$ cat config.mk
export PLATFORM = sky130hd
export DESIGN_NAME = atsu_mulq
export DESIGN_NICKNAME = d
export VERILOG_FILES = /design/src/rtl/atsu_pkg.sv /design/src/rtl/atsu_mulq.sv
export SDC_FILE = /design/constraint.sdc
export NUM_CORES = 2
export LEC_CHECK = 0
export BUFFER_PORTS_ARGS = -buffer_cell sky130_fd_sc_hd__clkbuf_2
export CELL_PAD_IN_SITES_DETAIL_PLACEMENT = 0
export CELL_PAD_IN_SITES_GLOBAL_PLACEMENT = 1
export CORE_ASPECT_RATIO = 0.75
export CORE_UTILIZATION = 46
export DETAILED_ROUTE_END_ITERATION = 8
export PLACE_DENSITY = 0.85
export SLEW_MARGIN = 30
export SYNTH_ARGS = -nofsm -noshare
export SYNTH_HDL_FRONTEND = slang
export SYNTH_SLANG_ARGS = --single-unit
$ cat constraint.sdc
create_clock -name vclk -period 11.35
set_input_delay 1.7025 -clock vclk [all_inputs]
set_output_delay 1.7025 -clock vclk [all_outputs]
set_load 0.005 [all_outputs]
$ cat src/rtl/atsu_pkg.sv
// ----------------------------------------------------------------------------
// atsu_pkg: shared types, constants and stage functions
// Stage layout of the arctangent pipeline and the per-stage payload record.
// ----------------------------------------------------------------------------
package atsu_pkg;

  localparam int unsigned DIV_STAGES = 16;  // two quotient bits per stage
  localparam int unsigned ST_IN  = 0;
  localparam int unsigned ST_U   = DIV_STAGES + 1;
  localparam int unsigned ST_U2  = ST_U + 1;
  localparam int unsigned ST_U3  = ST_U2 + 1;
  localparam int unsigned ST_T3  = ST_U3 + 1;
  localparam int unsigned ST_T5  = ST_T3 + 1;
  localparam int unsigned ST_T7  = ST_T5 + 1;
  localparam int unsigned ST_T9  = ST_T7 + 1;
  localparam int unsigned ST_OUT = ST_T9 + 1;
  localparam int unsigned NUM_ST = ST_OUT + 1;

  localparam logic [31:0] ONE_Q16     = 32'h0001_0000;
  localparam logic [32:0] HALF_PI_Q32 = 33'h1_921F_B544;

  // floor(t/d) = (t*m) >> s, exact for any 33-bit t
  localparam int unsigned SH3 = 35;
  localparam int unsigned SH5 = 36;
  localparam int unsigned SH7 = 36;
  localparam int unsigned SH9 = 37;
  localparam logic [34:0] RCP3 = 35'(((64'd1 << SH3) + 64'd2) / 64'd3);
  localparam logic [34:0] RCP5 = 35'(((64'd1 << SH5) + 64'd4) / 64'd5);
  localparam logic [34:0] RCP7 = 35'(((64'd1 << SH7) + 64'd6) / 64'd7);
  localparam logic [34:0] RCP9 = 35'(((64'd1 << SH9) + 64'd8) / 64'd9);

  typedef struct packed {
    logic        neg;
    logic        recip;
    logic [31:0] mag;
    logic [32:0] rem;
    logic [31:0] quo;
    logic [32:0] u;
    logic [32:0] u2;
    logic [32:0] pw;
    logic [35:0] acc;
    logic [29:0] angle;
  } pipe_t;

  function automatic logic [32:0] const_div(input logic [32:0] t,
                                            input logic [34:0] m,
                                            input int unsigned sh);
    logic [67:0] prod;
    prod = {35'd0, t} * {33'd0, m};
    prod = prod >> sh;
    return prod[32:0];
  endfunction

  function automatic pipe_t take_input(input logic [31:0] x);
    pipe_t p;
    p       = '0;
    p.neg   = x[31];
    p.mag   = x[31] ? (~x + 32'd1) : x;
    p.recip = (p.mag > ONE_Q16);
    p.rem   = {1'b0, ONE_Q16};  // 2^48 / 2^32
    return p;
  endfunction

  // two restoring steps of 2^48 / mag; dividend bits below 2^32 are zero
  function automatic pipe_t div_step2(input pipe_t p);
    pipe_t       n;
    logic [32:0] t;
    n = p;
    for (int i = 0; i < 2; i++) begin
      t = {n.rem[31:0], 1'b0};
      if (t >= {1'b0, n.mag}) begin
        n.rem = t - {1'b0, n.mag};
        n.quo = {n.quo[30:0], 1'b1};
      end else begin
        n.rem = t;
        n.quo = {n.quo[30:0], 1'b0};
      end
    end
    return n;
  endfunction

  function automatic pipe_t pick_u(input pipe_t p);
    pipe_t n;
    n   = p;
    n.u = p.recip ? {1'b0, p.quo} : {p.mag[16:0], 16'd0};
    return n;
  endfunction

  function automatic pipe_t finish(input pipe_t p);
    pipe_t       n;
    logic [32:0] res;
    logic [29:0] r;
    n       = p;
    res     = p.recip ? (HALF_PI_Q32 - p.acc[32:0]) : p.acc[32:0];
    r       = {1'b0, res[32:4]};
    n.angle = p.neg ? (30'd0 - r) : r;
    return n;
  endfunction

endpackage

$ cat src/rtl/atsu_mulq.sv
// ----------------------------------------------------------------------------
// atsu_mulq: Q1.32 magnitude multiply
// y = floor(a*b / 2^32) for operands up to 2^32.
// ----------------------------------------------------------------------------
module atsu_mulq
  import atsu_pkg::*;
(
  input  logic [32:0] a,
  input  logic [32:0] b,
  output logic [32:0] y
);

  logic [65:0] prod;

  assign prod = a * b;
  assign y    = prod[64:32];

endmodule
Word level (Yosys, flattened, before mapping)
Cells that the tools add are included.
{"block": "totals", "word_cells": 1, "mem_bits_ro": 0, "register_bits": 0, "latchBits": 0, "ram_bits": 0, "in_bits": 66, "out_inout_bits": 33, "n_memories": 0}
{"block": "classes", "n_div": 0, "n_reduce_logical": 0, "multipliers": 1, "magnitude_cmp": 0, "n_addsub": 0, "n_eq_ne": 0, "shifts": 0, "n_bitwise": 0, "muxes": 0}
{"op": "$mul 33x33->65", "count": 1}

Longest topological paths before layout
{"block": "depth", "depth_word": 1, "depth_mapped": 28, "depth_no_buf": 27}

Least setup slack after synthesis
Ideal clock, no wire load.
{"block": "synth_timing", "path_type": "input to output", "from": "input b[0]", "to": "output y[27]", "t_required_ps": 9648, "cell_stages": 28, "t_arrival_ps": 8444, "slack_ps": 1203, "path_cell_list": "clkbuf_1 > and2_1 > fa_1 > inv_1 > fa_1 > inv_1 > fa_1 > inv_1 > fa_1 > inv_1 > fa_1 > inv_1 > fa_1 > inv_1 > fa_1 > inv_1 > fa_1 > inv_1 > ha_1 > a211oi_1 > nor4_1 > a221oi_2 > a21oi_2 > o31ai_4 > a21oi_2 > a311o_1 > a311oi_2 > xnor2_1"}
{"block": "synth_via", "elab_chain_cells": 1}
{"item": "start: declaration", "line": "atsu_mulq.sv:9", "rtl": "input logic [32:0] b,"}
{"item": "$mul 33x33->65", "line": "atsu_mulq.sv:15", "rtl": "assign prod = a * b;"}
{"item": "end: declaration", "line": "atsu_mulq.sv:10", "rtl": "output logic [32:0] y"}
No other way between the ends.

Worst setup path after layout
{"block": "layout_timing", "from": "input b[13]", "to": "output y[27]"}
Same word-level chain as after synthesis.

==> flow_summary.ini <==
[synth]
ys_seq_area_share_pct = 0
synth_fp_nets = 5139
synthTopCellsByCount = inv_1, fa_1, nand2_1
synth_area_per_cell_um2 = 8.92
synthTopCellsByArea = fa_1, inv_1, and2_1
yosysWarnings = 0
synth_most_common_cell = inv_1
synth.cell_area_um2 = 34500
syn_inst = 3862
synth.top_cell.area_share_pct = 55.6
synth_area_leader_cell = fa_1
synth_cell_types = 59

[floorplan]
die_w_um = 318
initial_core_util_pct = 46.7
rows = 86
io_pins = 99
coreArea_um2 = 73800
die_h_um = 239
die-area_um2 = 76000

[finish]
seq_cell_count = 0
clkbuf_count = 0
fin_nets = 5150
drive_gt1_share_pct = 5.94
fin_util_pct = 49.2
syn_to_final_growth_pct = 5.52
nFillCells = 7092
n_antenna_cell = 0
seq_area_um2 = 0

[setup_path]
crit_type = in -> out
crit_path_end_kind = output port
crit_path_start_kind = input pin
arrival_ps = 9390
required_ps = 9650
critPathMaxFanout = 28

[global_routing]
overflow = 0
grt_start_max_net_pins = 29
grt_pass1_vias = 26890
grt_pass1_wl_um = 151000
gr-usage-all-layers_pct = 25.4
antenna_found_initial = 3

[worst_hold_path]
hold_end = y[32]
hp-start = a[32]
hold_depth = 8
min_path_type = in -> out

[place]
detailed_place_hpwl_um = 80100
gp_congestion = 0.926
place_ws_ps = 220
port_buffers = 99

[flow_run]
maxCapViolCount = 0

[timing]
setup_ws_ps = 255
period_share_pct = 97.8
finalHoldViolations = 0
finalSetupTns_ps = 0
relSlewSlack_pct = 48.2
slew_violations = 0
worst_slew_pin_slew_ps = 777
finalSetupViolations = 0
period_needed_ps = 11100
rsz0062_at_grt = false
fmax_mhz = 90.1

[detailed_routing]
via_per_inst = 5.08
first_pass_iters = 5
drt-total-wl_um = 90900
drt_iter0_drc = 1778
drc_errors = 0
vias = 24591
drtAntennaViolNets = 0
wire_per_inst_um = 18.8

[run_status]
status = completed
## worst max-delay path by stage
stage	from	end	depth (start not counted)
after floorplan	b[0]	y[27]	28
after global placement	b[8]	y[27]	26
after detailed placement	b[2]	y[27]	28
after CTS	b[8]	y[27]	26
after global routing	a[9]	y[32]	27
final	b[13]	y[27]	25
## worst max-delay path, cell delays in order
cell      delay [ps]
clkbuf_2         390
and2_1           360
fa_1             500
inv_1             50
fa_1             460
fa_1             510
fa_1             510
inv_1             50
fa_1             620
fa_1             450
fa_1             530
inv_1             60
fa_1             480
inv_1             50
ha_1             330
nand4_1          180
nor2_1           100
a221oi_2         360
a21oi_4          140
o31ai_4          390
a21oi_2          160
a311o_1          400
a311oi_2         300
xnor2_1          140
clkbuf_2         130
## metal layers
metal | track usage, % | part of all wire (%) | vias up
li1 | - | - | 10940
met1 | 39.2 | 48 | 12633
met2 | 35.6 | 40 | 974
met3 | 7.94 | 12 | 42
met4 | 2.50 | 1.0 | 2
met5 | 0 | 0.014 | -
## layout make-up
| type | count | area, µm² | area share (%) |
|---|---|---|---|
| repair buffers | 211 | 1440 | 3.96 |
| well taps | 968 | 1210 | 3.33 |
| multi-input cells | 2619 | 29800 | 82.0 |
| inverters | 1041 | 3910 | 10.7 |
## cell families (layout without fill, tap and decap cells)
family,Yosys count,in the layout,synth area share [%]
compound gates,159,159,3.17
xor+xnor,35,35,0.890
buf+inv,1243,1252,13.5
mux,3,3,0.0944
simple gates,1211,1211,17.5
fa+ha+maj,1211,1211,64.8
## what timing repair did
| item | CTS | global route |
|---|---|---|
| buffers inserted | 0 | 1 |
| gates resized for setup | 0 | 13 |
| hold buffers | 0 | 0 |
| setup endpoints to repair | 0 | 6 |
## cells in the final DEF (no fill, tap or decap), types with 8 or more instances in the layout
| cell type | count |
|---|---|
| a211oi_1 | 8 |
| a21o_1 | 19 |
| a21oi_1 | 52 |
| and2_1 | 544 |
| and3_1 | 8 |
| buf_12 | 8 |
| buf_2 | 9 |
| buf_4 | 104 |
| clkbuf_2 | 89 |
| fa_1 | 956 |
| ha_1 | 254 |
| inv_1 | 1040 |
| nand2_1 | 587 |
| nand3_1 | 13 |
| nand4_1 | 10 |
| nor2_1 | 24 |
| nor3_1 | 14 |
| o21ai_0 | 15 |
| o21ai_1 | 8 |
| o21bai_1 | 12 |
| xnor2_1 | 26 |
| xor2_1 | 9 |
## through the flow
step                      instances  instance area, µm²  hold slack (ps)
after floorplan                3862               34500             3890
after global placement         4838               36300             4550
after detailed placement       4838               36300             4560
after CTS                      4838               36300             4550
after global routing           4839               36400             4640
final                          4839               36400             4530
Power is left out: the tool's default activity adds up to more than one toggle a clock period on the data nets, which glitch-free logic cannot reach.
